`src/irsf_pkg.sv`:
```
// Shared constants and the distance curve table for the IR range sensor filter chain.
`default_nettype none

package irsf_pkg;

    localparam int unsigned CODE_W          = 12;
    localparam int unsigned DIST_W          = 13;
    localparam int unsigned FRAC_W          = 7;
    localparam int unsigned CURVE_IDX_W     = 6;
    localparam int unsigned BLOCK_DEPTH_DEF = 16;
    localparam int unsigned WINDOW_DEPTH_DEF = 8;

    localparam logic CMD_STORE = 1'b0;
    localparam logic CMD_TICK  = 1'b1;

    localparam logic [CODE_W-1:0] NEAR_LIMIT_CODE = 12'd621;
    localparam logic [DIST_W-1:0] FAR_DISTANCE    = 13'd8000;

    // Distance curve in 0.01 cm, sampled at every code that is a multiple of 128.
    function automatic logic [DIST_W-1:0] curve_point(input logic [CURVE_IDX_W-1:0] idx);
        logic [DIST_W-1:0] pt;
        case (idx)
            6'd0:    pt = 13'd8000;
            6'd1:    pt = 13'd8000;
            6'd2:    pt = 13'd8000;
            6'd3:    pt = 13'd8000;
            6'd4:    pt = 13'd8054;
            6'd5:    pt = 13'd6155;
            6'd6:    pt = 13'd4942;
            6'd7:    pt = 13'd4104;
            6'd8:    pt = 13'd3495;
            6'd9:    pt = 13'd3032;
            6'd10:   pt = 13'd2671;
            6'd11:   pt = 13'd2381;
            6'd12:   pt = 13'd2144;
            6'd13:   pt = 13'd1947;
            6'd14:   pt = 13'd1781;
            6'd15:   pt = 13'd1639;
            6'd16:   pt = 13'd1516;
            6'd17:   pt = 13'd1410;
            6'd18:   pt = 13'd1316;
            6'd19:   pt = 13'd1233;
            6'd20:   pt = 13'd1159;
            6'd21:   pt = 13'd1093;
            6'd22:   pt = 13'd1033;
            6'd23:   pt = 13'd979;
            6'd24:   pt = 13'd930;
            6'd25:   pt = 13'd886;
            6'd26:   pt = 13'd845;
            6'd27:   pt = 13'd807;
            6'd28:   pt = 13'd773;
            6'd29:   pt = 13'd741;
            6'd30:   pt = 13'd711;
            6'd31:   pt = 13'd684;
            6'd32:   pt = 13'd658;
            default: pt = 13'd0;
        endcase
        return pt;
    endfunction

endpackage

`default_nettype wire

```
`src/ir_range_sensor_filter_chain_unit.sv`:
```
// IR range sensor filter chain: sample store, moving-average ring and distance conversion.
// A read tick's result passes through the pipeline stages and the output register before it is valid.
// Throughput: one item (store or tick) per cycle while not held; each memory is read and
// written once a cycle. The whole pipeline holds while a result waits at the output register.
// Reset clears pointers, running totals and fill flags; memory entries not yet written
// since reset read as zero through the fill flags, so no clearing pass is needed.
`default_nettype none

module ir_range_sensor_filter_chain_unit #(
    parameter int unsigned BLOCK_DEPTH  = irsf_pkg::BLOCK_DEPTH_DEF,
    parameter int unsigned WINDOW_DEPTH = irsf_pkg::WINDOW_DEPTH_DEF
) (
    input  logic                          clk,
    input  logic                          rst_n,
    input  logic                          sample_valid,
    output logic                          sample_ready,
    input  logic                          cmd,
    input  logic [irsf_pkg::CODE_W-1:0]   adc_sample,
    output logic                          result_valid,
    input  logic                          result_ready,
    output logic [irsf_pkg::CODE_W-1:0]   filtered_value,
    output logic [irsf_pkg::DIST_W-1:0]   distance_centi
);
    import irsf_pkg::*;

    localparam int unsigned BLK_L  = $clog2(BLOCK_DEPTH);
    localparam int unsigned WIN_L  = $clog2(WINDOW_DEPTH);
    localparam int unsigned SPTR_W = (BLOCK_DEPTH > 1) ? BLK_L : 1;
    localparam int unsigned APTR_W = (WINDOW_DEPTH > 1) ? WIN_L : 1;
    localparam int unsigned SUM_W  = CODE_W + BLK_L;
    localparam int unsigned AVG_W  = CODE_W + WIN_L;
    localparam int unsigned SH1    = SUM_W + BLK_L;
    localparam int unsigned SH2    = AVG_W + WIN_L;
    localparam int unsigned P1_W   = 2 * SUM_W + 1;
    localparam int unsigned P2_W   = 2 * AVG_W + 1;
    localparam int unsigned DPROD_W = DIST_W + FRAC_W;

    // Reciprocals for exact truncating division by the depths.
    localparam logic [63:0] M1_FULL =
        ((64'd1 << SH1) + 64'(BLOCK_DEPTH) - 64'd1) / 64'(BLOCK_DEPTH);
    localparam logic [63:0] M2_FULL =
        ((64'd1 << SH2) + 64'(WINDOW_DEPTH) - 64'd1) / 64'(WINDOW_DEPTH);
    localparam logic [SUM_W:0] M1 = M1_FULL[SUM_W:0];
    localparam logic [AVG_W:0] M2 = M2_FULL[AVG_W:0];

    localparam logic [SPTR_W-1:0] SPTR_LAST = SPTR_W'(BLOCK_DEPTH - 1);
    localparam logic [APTR_W-1:0] APTR_LAST = APTR_W'(WINDOW_DEPTH - 1);
    localparam logic [SUM_W-1:0]  SUM_MAX   = SUM_W'(BLOCK_DEPTH * 4095);
    localparam logic [AVG_W-1:0]  AVG_MAX   = AVG_W'(WINDOW_DEPTH * 4095);

    logic advance;
    logic accept;

    // Pointers and fill flags.
    logic [SPTR_W-1:0] sptr_reg;
    logic [APTR_W-1:0] aptr_reg;
    logic              sample_full_reg;
    logic              ring_full_reg;

    // Stage 1.
    logic              s1_valid_reg;
    logic              s1_cmd_reg;
    logic [CODE_W-1:0] s1_sample_reg;
    logic [SPTR_W-1:0] s1_sptr_reg;
    logic [APTR_W-1:0] s1_aptr_reg;
    logic              s1_sfwd_reg;
    logic              s1_sold_ok_reg;
    logic              s1_aold_ok_reg;

    // Stage 2.
    logic              s2_valid_reg;
    logic [APTR_W-1:0] s2_aptr_reg;
    logic              s2_afwd_reg;
    logic              s2_aold_ok_reg;
    logic [P1_W-1:0]   prod1_reg;

    logic              s3_valid_reg;
    logic              s4_valid_reg;
    logic [P2_W-1:0]   prod2_reg;

    logic               s5_valid_reg;
    logic [CODE_W-1:0]  s5_filtered_reg;
    logic               s5_near_reg;
    logic [DIST_W-1:0]  s5_hi_reg;
    logic [DPROD_W-1:0] s5_prod_reg;

    logic              result_valid_reg;
    logic [CODE_W-1:0] filtered_value_reg;
    logic [DIST_W-1:0] distance_reg;

    // Running totals and memories.
    logic [SUM_W-1:0]  sample_total_reg;
    logic [SUM_W-1:0]  sample_total_next;
    logic [AVG_W-1:0]  average_total_reg;
    logic [AVG_W-1:0]  average_total_next;
    logic [CODE_W-1:0] sample_mem [BLOCK_DEPTH];
    logic [CODE_W-1:0] ring_mem [WINDOW_DEPTH];
    logic [CODE_W-1:0] sample_rdata_reg;
    logic [CODE_W-1:0] ring_rdata_reg;
    logic [CODE_W-1:0] s_last_reg;
    logic [CODE_W-1:0] a_last_reg;

    logic              s1_store;
    logic              s1_tick;
    logic [CODE_W-1:0] sample_old;
    logic [CODE_W-1:0] block_avg;
    logic [CODE_W-1:0] ring_old;
    logic [CODE_W-1:0] filtered;
    logic [CURVE_IDX_W-1:0] curve_idx;
    logic [DIST_W-1:0] curve_hi;
    logic [DIST_W-1:0] curve_lo;
    logic [DIST_W-1:0] curve_diff;
    logic [DPROD_W:0]  drop_sum;
    logic [DIST_W-1:0] distance_next;

    assign advance      = !result_valid_reg || result_ready;
    assign sample_ready = advance;
    assign accept       = sample_valid && advance;

    assign s1_store = s1_valid_reg && (s1_cmd_reg == CMD_STORE);
    assign s1_tick  = s1_valid_reg && (s1_cmd_reg == CMD_TICK);

    // An entry not yet written since reset counts as zero; the entry the item just
    // ahead is writing this cycle comes from the forwarding register.
    always_comb
    begin
        if (s1_sfwd_reg)
        begin
            sample_old = s_last_reg;
        end
        else if (s1_sold_ok_reg)
        begin
            sample_old = sample_rdata_reg;
        end
        else
        begin
            sample_old = '0;
        end
        sample_total_next = sample_total_reg - SUM_W'(sample_old) + SUM_W'(s1_sample_reg);
    end

    assign block_avg = prod1_reg[SH1 +: CODE_W];

    always_comb
    begin
        if (s2_afwd_reg)
        begin
            ring_old = a_last_reg;
        end
        else if (s2_aold_ok_reg)
        begin
            ring_old = ring_rdata_reg;
        end
        else
        begin
            ring_old = '0;
        end
        average_total_next = average_total_reg - AVG_W'(ring_old) + AVG_W'(block_avg);
    end

    assign filtered   = prod2_reg[SH2 +: CODE_W];
    assign curve_idx  = {1'b0, filtered[CODE_W-1:FRAC_W]};
    assign curve_hi   = curve_point(curve_idx);
    assign curve_lo   = curve_point(curve_idx + CURVE_IDX_W'(1));
    assign curve_diff = curve_hi - curve_lo;

    always_comb
    begin
        drop_sum = {1'b0, s5_prod_reg} + (DPROD_W + 1)'(64);
        if (s5_near_reg)
        begin
            distance_next = FAR_DISTANCE;
        end
        else
        begin
            distance_next = s5_hi_reg - drop_sum[FRAC_W +: DIST_W];
        end
    end

    // Control state.
    always_ff @(posedge clk or negedge rst_n)
    begin
        if (!rst_n)
        begin
            sptr_reg          <= '0;
            aptr_reg          <= '0;
            sample_full_reg   <= 1'b0;
            ring_full_reg     <= 1'b0;
            s1_valid_reg      <= 1'b0;
            s2_valid_reg      <= 1'b0;
            s3_valid_reg      <= 1'b0;
            s4_valid_reg      <= 1'b0;
            s5_valid_reg      <= 1'b0;
            result_valid_reg  <= 1'b0;
            sample_total_reg  <= '0;
            average_total_reg <= '0;
        end
        else if (advance)
        begin
            s1_valid_reg     <= sample_valid;
            s2_valid_reg     <= s1_tick;
            s3_valid_reg     <= s2_valid_reg;
            s4_valid_reg     <= s3_valid_reg;
            s5_valid_reg     <= s4_valid_reg;
            result_valid_reg <= s5_valid_reg;
            if (accept && (cmd == CMD_STORE))
            begin
                if (sptr_reg == SPTR_LAST)
                begin
                    sptr_reg        <= '0;
                    sample_full_reg <= 1'b1;
                end
                else
                begin
                    sptr_reg <= sptr_reg + SPTR_W'(1);
                end
            end
            if (accept && (cmd == CMD_TICK))
            begin
                if (aptr_reg == APTR_LAST)
                begin
                    aptr_reg      <= '0;
                    ring_full_reg <= 1'b1;
                end
                else
                begin
                    aptr_reg <= aptr_reg + APTR_W'(1);
                end
            end
            if (s1_store)
            begin
                sample_total_reg <= sample_total_next;
            end
            if (s2_valid_reg)
            begin
                average_total_reg <= average_total_next;
            end
        end
    end

    // Payload stages.
    always_ff @(posedge clk)
    begin
        if (advance)
        begin
            s1_cmd_reg     <= cmd;
            s1_sample_reg  <= adc_sample;
            s1_sptr_reg    <= sptr_reg;
            s1_aptr_reg    <= aptr_reg;
            s1_sfwd_reg    <= s1_store && (s1_sptr_reg == sptr_reg);
            s1_sold_ok_reg <= sample_full_reg;
            s1_aold_ok_reg <= ring_full_reg;

            s2_aptr_reg    <= s1_aptr_reg;
            s2_afwd_reg    <= s2_valid_reg && (s2_aptr_reg == s1_aptr_reg);
            s2_aold_ok_reg <= s1_aold_ok_reg;
            prod1_reg      <= P1_W'(sample_total_reg * M1);

            prod2_reg      <= P2_W'(average_total_reg * M2);

            s5_filtered_reg <= filtered;
            s5_near_reg     <= (filtered < NEAR_LIMIT_CODE);
            s5_hi_reg       <= curve_hi;
            s5_prod_reg     <= DPROD_W'(curve_diff * filtered[FRAC_W-1:0]);

            filtered_value_reg <= s5_filtered_reg;
            distance_reg       <= distance_next;

            if (s1_store)
            begin
                s_last_reg <= s1_sample_reg;
            end
            if (s2_valid_reg)
            begin
                a_last_reg <= block_avg;
            end
        end
    end

    // Sample store: read at the pointer on entry, written back one stage later.
    always_ff @(posedge clk)
    begin
        if (advance)
        begin
            sample_rdata_reg <= sample_mem[sptr_reg];
            if (s1_store)
            begin
                sample_mem[s1_sptr_reg] <= s1_sample_reg;
            end
        end
    end

    // Average ring: read in stage 1, written back in stage 2.
    always_ff @(posedge clk)
    begin
        if (advance)
        begin
            ring_rdata_reg <= ring_mem[s1_aptr_reg];
            if (s2_valid_reg)
            begin
                ring_mem[s2_aptr_reg] <= block_avg;
            end
        end
    end

    assign result_valid   = result_valid_reg;
    assign filtered_value = filtered_value_reg;
    assign distance_centi = distance_reg;

    a_near_is_far: assert property (@(posedge clk) disable iff (!rst_n)
        (result_valid_reg && (filtered_value_reg < NEAR_LIMIT_CODE))
            |-> (distance_reg == FAR_DISTANCE))
        else $error("near code did not give the far distance");

    a_dist_bound: assert property (@(posedge clk) disable iff (!rst_n)
        result_valid_reg |-> (distance_reg <= FAR_DISTANCE))
        else $error("distance above the far limit");

    a_sample_total_bound: assert property (@(posedge clk) disable iff (!rst_n)
        sample_total_reg <= SUM_MAX)
        else $error("sample total exceeds the store capacity");

    a_average_total_bound: assert property (@(posedge clk) disable iff (!rst_n)
        average_total_reg <= AVG_MAX)
        else $error("ring total exceeds the ring capacity");

endmodule

`default_nettype wire

```
`config.mk`:
```
export PLATFORM = sky130hd
export DESIGN_NAME = ir_range_sensor_filter_chain_unit
export DESIGN_NICKNAME = d
export VERILOG_FILES = /design/src/irsf_pkg.sv /design/src/ir_range_sensor_filter_chain_unit.sv
export SDC_FILE = /design/constraint.sdc
export NUM_CORES = 1
export LEC_CHECK = 0
export ABC_AREA = 1
export BUFFER_PORTS_ARGS = -buffer_cell sky130_fd_sc_hd__buf_2
export CAP_MARGIN = 20
export CORE_UTILIZATION = 27
export CTS_BUF_LIST = sky130_fd_sc_hd__clkbuf_8
export DETAILED_ROUTE_END_ITERATION = 16
export PLACE_DENSITY = 0.5
export SYNTH_ARGS = -nofsm -noshare
export SYNTH_HDL_FRONTEND = slang
export SYNTH_SLANG_ARGS = --single-unit
```
`constraint.sdc`:
```
create_clock -name clk -period 10 [get_ports clk]
set_input_delay 1 -clock clk [delete_from_list [all_inputs] [get_ports clk]]
set_output_delay 1 -clock clk [all_outputs]
set_load 0.005 [all_outputs]
```
# After elaboration in Yosys (flattened, before gate mapping)
# Memories as Yosys holds them, arrays and structs flattened. A register that Yosys moved wholly into a read port is not among the register bits.
# Index checks and enable logic that the tools add are counted.
[word_totals]
output_inout_bits = 27
romBits = 1664
input_bits = 17
ram_bits = 288
elab_cells = 82
memories = 4
register_bits = 200
[classes]
multipliers = 1
reduce_logical = 15
add_sub_neg = 10
muxes = 13
n_eq_ne = 4
bitwise = 2
order_cmp = 1
[memory_table]
columns = ["name", "depth", "width", "rd", "rd_ports_with_merged_regs", "write_ports", "line", "rtl"]
rows = [
  ["(name not given)", 64, 13, 1, 0, 0, "irsf_pkg.sv:22", "case (idx)"],
  ["(name not given)", 64, 13, 1, 1, 0, "irsf_pkg.sv:22", ""],
  ["sample_mem", 16, 12, 1, 1, 1, "ir_range_sensor_filter_chain_unit.sv:96", "logic [CODE_W-1:0] sample_mem [BLOCK_DEPTH];"],
  ["ring_mem", 8, 12, 1, 1, 1, "ir_range_sensor_filter_chain_unit.sv:97", "logic [CODE_W-1:0] ring_mem [WINDOW_DEPTH];"],
]
[ops]
columns = ["op", "n"]
rows = [
  ["12-bit two-way mux", 4],
  ["13-bit subtractor", 2],
  ["20-bit by 7-bit adder with 20-bit output, second input constant", 1],
  ["13-bit by 7-bit multiplier with 20-bit output", 1],
  ["16-bit by 12-bit adder with 16-bit output", 1],
  ["16-bit by 12-bit subtractor with 16-bit output", 1],
  ["15-bit by 12-bit adder with 15-bit output", 1],
  ["15-bit by 12-bit subtractor with 15-bit output", 1],
  ["12-bit by 10-bit < comparator with 1-bit output, second input constant", 1],
  ["2-bit AND reduction", 4],
  ["1-bit logical AND", 7],
  ["5-bit by 1-bit adder with 6-bit output, second input constant", 1],
  ["1-bit two-way mux", 6],
  ["6-bit two-way mux", 1],
  ["3-bit AND reduction", 2],
  ["4-bit by 1-bit adder with 4-bit output, second input constant", 1],
  ["4-bit == test", 1],
  ["4-bit == test, second input constant", 1],
  ["4-bit two-way mux", 1],
  ["3-bit by 1-bit adder with 3-bit output, second input constant", 1],
  ["3-bit == test", 1],
  ["3-bit == test, second input constant", 1],
  ["3-bit two-way mux", 1],
  ["1-bit inverter", 2],
  ["other kinds (2)", 2],
]

# Depth between registers and ports, before layout
[depth]
depth_word = 5
ltp_mapped = 35
mapped_depth_nobuf = 35

# Worst setup path after synthesis
# No wires, ideal clock.
[synth_path]
path_type = "register -> register"
from = "register prod2_reg[25]"
to = "register s5_prod_reg[16] (data pin)"
setup_ps = 252
required_time_ps = 9748
stages_incl_launch_ff = 31
arrival_ps = 6713
period_less_slack_ps = 6966
setup_slack_ps = 3034
path_buffers = 1
path_cell_list = "edfxtp_1 -> ha_1 -> inv_1 -> ha_1 -> inv_1 -> buf_1 -> ha_1 -> nand2_1 -> nand3_1 -> o211ai_1 -> nand2_1 -> fa_1 -> nand3_1 -> nand2_1 -> a21boi_1 -> o21ai_1 -> xnor2_1 -> nor2_1 -> fa_1 -> fa_1 -> fa_1 -> inv_1 -> fa_1 -> inv_1 -> ha_1 -> a21oi_1 -> o21ai_0 -> a211oi_1 -> nand2_1 -> nand2_1 -> nand2_1"
[synth_between]
elab_chain_len = 4
[synth_rtl]
columns = ["element", "line", "rtl"]
rows = [
  ["start: declaration", "ir_range_sensor_filter_chain_unit.sv:79", "logic [P2_W-1:0] prod2_reg;"],
  ["start signal: assignment", "ir_range_sensor_filter_chain_unit.sv:259", "prod2_reg <= P2_W'(average_total_reg * M2);"],
  ["5-bit by 1-bit adder with 6-bit output", "ir_range_sensor_filter_chain_unit.sv:164", "assign curve_lo = curve_point(curve_idx + CURVE_IDX_W'(1));"],
  ["memory read 64 x 13 bit", "n/a", ""],
  ["13-bit subtractor", "ir_range_sensor_filter_chain_unit.sv:165", "assign curve_diff = curve_hi - curve_lo;"],
  ["13-bit by 7-bit multiplier with 20-bit output", "ir_range_sensor_filter_chain_unit.sv:264", "s5_prod_reg <= DPROD_W'(curve_diff * filtered[FRAC_W-1:0]);"],
  ["end signal: assignment", "ir_range_sensor_filter_chain_unit.sv:264", ""],
  ["end: declaration", "ir_range_sensor_filter_chain_unit.sv:85", "logic [DPROD_W-1:0] s5_prod_reg;"],
]
# Every way passes these cells.
# A chain may end at the register's enable or synchronous reset.

# Worst setup path in the final report
[layout_path]
from = "register prod2_reg[25]"
to = "register s5_prod_reg[18] (data pin)"
# Same word-level chain as after synthesis.

==> flow_summary.json <==
{
  "drive_gt1_frac": 0.0919,
  "grt_pass1_wl_mm": 103,
  "synth-seq-cells": 512,
  "postRouteWirelength_mm": 64.8,
  "netlist_area_mm2": 0.0267,
  "cts_sinks": 512,
  "io_pins": 44,
  "ant_nets": 0,
  "gr-total-overflow": 0,
  "drtIter0Drc": 1162,
  "path_class": "reg2reg",
  "ctsResizeCount": 0,
  "cp-start-kind": "flop",
  "finalMaxSlewViolations": 0,
  "tightest_slew_ps": 923,
  "outcome": "completed",
  "antenna_found_initial": 1,
  "synth_enable_flop_cells": 453,
  "cp.arrival_ps": 8290,
  "drc": 0,
  "synth_area_leaders": "edfxtp_1 51%, fa_1 5.9%, nand2_1 5.9%, ha_1 5.7%, nor2_1 5.5%",
  "wl_per_cell_um": 16.0,
  "syn_to_final_growth_pct": 13.6,
  "largest_reg_flops": 192,
  "tritoncts": "done",
  "cts_hold_buf": 0,
  "clk_pin_slew_ps": 60,
  "synth_cell_types": 51,
  "setup_viol": 0,
  "utilization": 0.311,
  "drt-vias-per-instance": 4.52,
  "die_y_um": 316,
  "vias": 18300,
  "ctsHtreeMaxLevel": 3,
  "netlist_instances": 2590,
  "crit_slowest_cell": "fa_1",
  "seq_area_frac_synth": 0.563,
  "final.min_clock_period_ps": 7790,
  "finalCritPeriodShare": 0.779,
  "synth_largest_area_cell": "edfxtp_1",
  "core-area_mm2": 0.0973,
  "synth_top_area_frac": 0.510,
  "synth_warnings": 0,
  "diodes": 0,
  "die_w_um": 316,
  "rsz0062_at_grt": "no",
  "grt_max_degree": 74,
  "hold_path.class": "in2async",
  "finalNetCount": 2906,
  "grt_usage": 0.132,
  "initial_core_util": 0.274,
  "setup-tns-final_ps": 0,
  "rows": 114,
  "max_freq_ghz": 0.128,
  "dpl.hpwl_mm": 43.8,
  "synthArstFlopShare": 0.0898,
  "globalplace.congestion": 0.852,
  "syn_area_per_cell_um2": 10.3,
  "hold_violations": 0,
  "clockBufferDepth": 3,
  "crit_fanout": 17,
  "dieArea_mm2": 0.100,
  "dr.pass1.iters": 6,
  "grt_pass1_vias": 18200,
  "io_buffers": 43,
  "cts_inserted_buffers": 91,
  "maxCapViolCount": 0,
  "postCtsSetupBuffers": 0,
  "ys.flop_type": "edfxtp_1",
  "root_buffer": "clkbuf_8",
  "clock_skew_ps": 77.9,
  "clkLatencyLatePin_ps": 740,
  "critPathRequiredTime_ps": 10510,
  "cpPeakStageDelay_ps": 570,
  "end_kind": "flop",
  "slew_headroom": 0.384,
  "synth_nets": 2807
}
-- synth_stat cells (all sizes together), types with 4 or more instances --
library cell,count
inv,294
nand3,155
nor2,406
a21o,7
clkbuf,51
o32ai,24
a31oi,18
o21bai,6
ha,121
xor2,26
clkinv,4
nor3,14
buf,28
xnor2,18
o211ai,36
fa,79
o21ai,227
or2,6
edfxtp,453
o22ai,13
nand2,423
dfxtp,13
dfrtp,46
nand3b,9
a21oi,77
nand4,15
-- final cells by class --
cell class / count / area, um^2
Sequential cell: 512 / 15000
Clock buffer: 96 / 1320
Inverter: 298 / 1120
Clock inverter: 71 / 478
Timing Repair Buffer: 85 / 531
Multi-Input combinational cell: 1701 / 10200
Fill cell: 10100 / 67000
Tap cell: 1276 / 1600
-- cell families (layout without fill, tap and decap cells) --
family / count (synthesis) / in the layout / synth area share
AOI/OAI and AO/OA: 425 / 425 / 0.0917
xor gates and xnor gates: 44 / 44 / 0.0150
adders and majority gates: 200 / 200 / 0.116
DFF: 512 / 512 / 0.563
buffers and inverters: 377 / 550 / 0.0543
and+or+nand+nor: 1032 / 1032 / 0.160
-- routing by layer --
metal	GRT usage	routed length, um	up-vias
met4	0.0365	1210	0
met3	0.0218	2600	96
li1	-	-	9057
met2	0.211	29600	375
met1	0.183	31400	8734
met5	0	0	-
-- critical path: cells and delay by family (launching register included) --
family                   cells  cell delay, ps
buffers and inverters        5             720
AND/OR/NAND/NOR             10            1080
flip-flops                   1             540
XOR/XNOR                     1             450
AO/OA/AOI/OAI                6            1050
adder cells (fa/ha/maj)      9            3750
-- stage by stage --
step / cells / hold WS (ps) / worst slack (ps) / area (um^2)
3_5_place_dp: 3872 / 407 / 2230 / 28500
6_report: 4039 / 380 / 2210 / 30300
5_1_grt: 4039 / 403 / 1510 / 30300
2_1_floorplan: 2590 / 400 / 3030 / 26700
3_3_place_gp: 3872 / 405 / 2300 / 28500
4_1_cts: 4039 / 345 / 2260 / 30300
-- path summary, 6_finish.rpt --
| kind | from | endpoint | slack [ps] | depth (start not counted) |
|---|---|---|---|---|
| max reg2reg | prod2_reg[25]$_DFFE_PN_ | s5_prod_reg[18]$_DFFE_PN_ | 2210 | 31 |
| max in group asynchronous | rst_n | sptr_reg[0]$_DFFE_PN0P_ | 9060 | 2 |
| min reg2reg | s1_aold_ok_reg$_DFFE_PN_ | s2_aold_ok_reg$_DFFE_PN_ | 420 | 0 |
| min in group clk | s1_aold_ok_reg$_DFFE_PN_ | s2_aold_ok_reg$_DFFE_PN_ | 420 | 0 |
| max | prod2_reg[25]$_DFFE_PN_ | s5_prod_reg[18]$_DFFE_PN_ | 2210 | 31 |
| min | rst_n | average_total_reg[5]$_DFFE_PN0P_ | 380 | 2 |
-- layout by cell type, fill, tap and decap left out, types with 4 or more instances in the layout --
master      netlist  routed
edfxtp_1        453     453
nand2_1         419     418
nor2_1          394     388
inv_1           286     314
o21ai_0         213     213
nand3_1         152     152
ha_1            121     121
clkbuf_8          0      96
fa_1             79      79
a21oi_1          77      77
dfrtp_1          46      44
buf_2            17      43
buf_4             3      42
o211ai_1         36      36
xor2_1           24      24
o32ai_1          24      24
clkinv_1          4      23
a31oi_1          18      18
xnor2_1          18      18
nand4_1          15      15
nor3_1           14      14
nor2_2            8      14
o22ai_1          13      13
dfxtp_1          13      13
o21ai_1          10      10
clkinv_2          0       9
inv_2             8       8
nand3b_1          8       8
a21o_1            7       7
o21bai_1          6       6
or2_2             6       6
clkinvlp_4        0       5
bufinv_16         0       5
nor2_4            4       4
o21ai_2           4       4
Power is not shown: default switching activity piles up to over one toggle a cycle in this logic, so the estimate is an artifact.
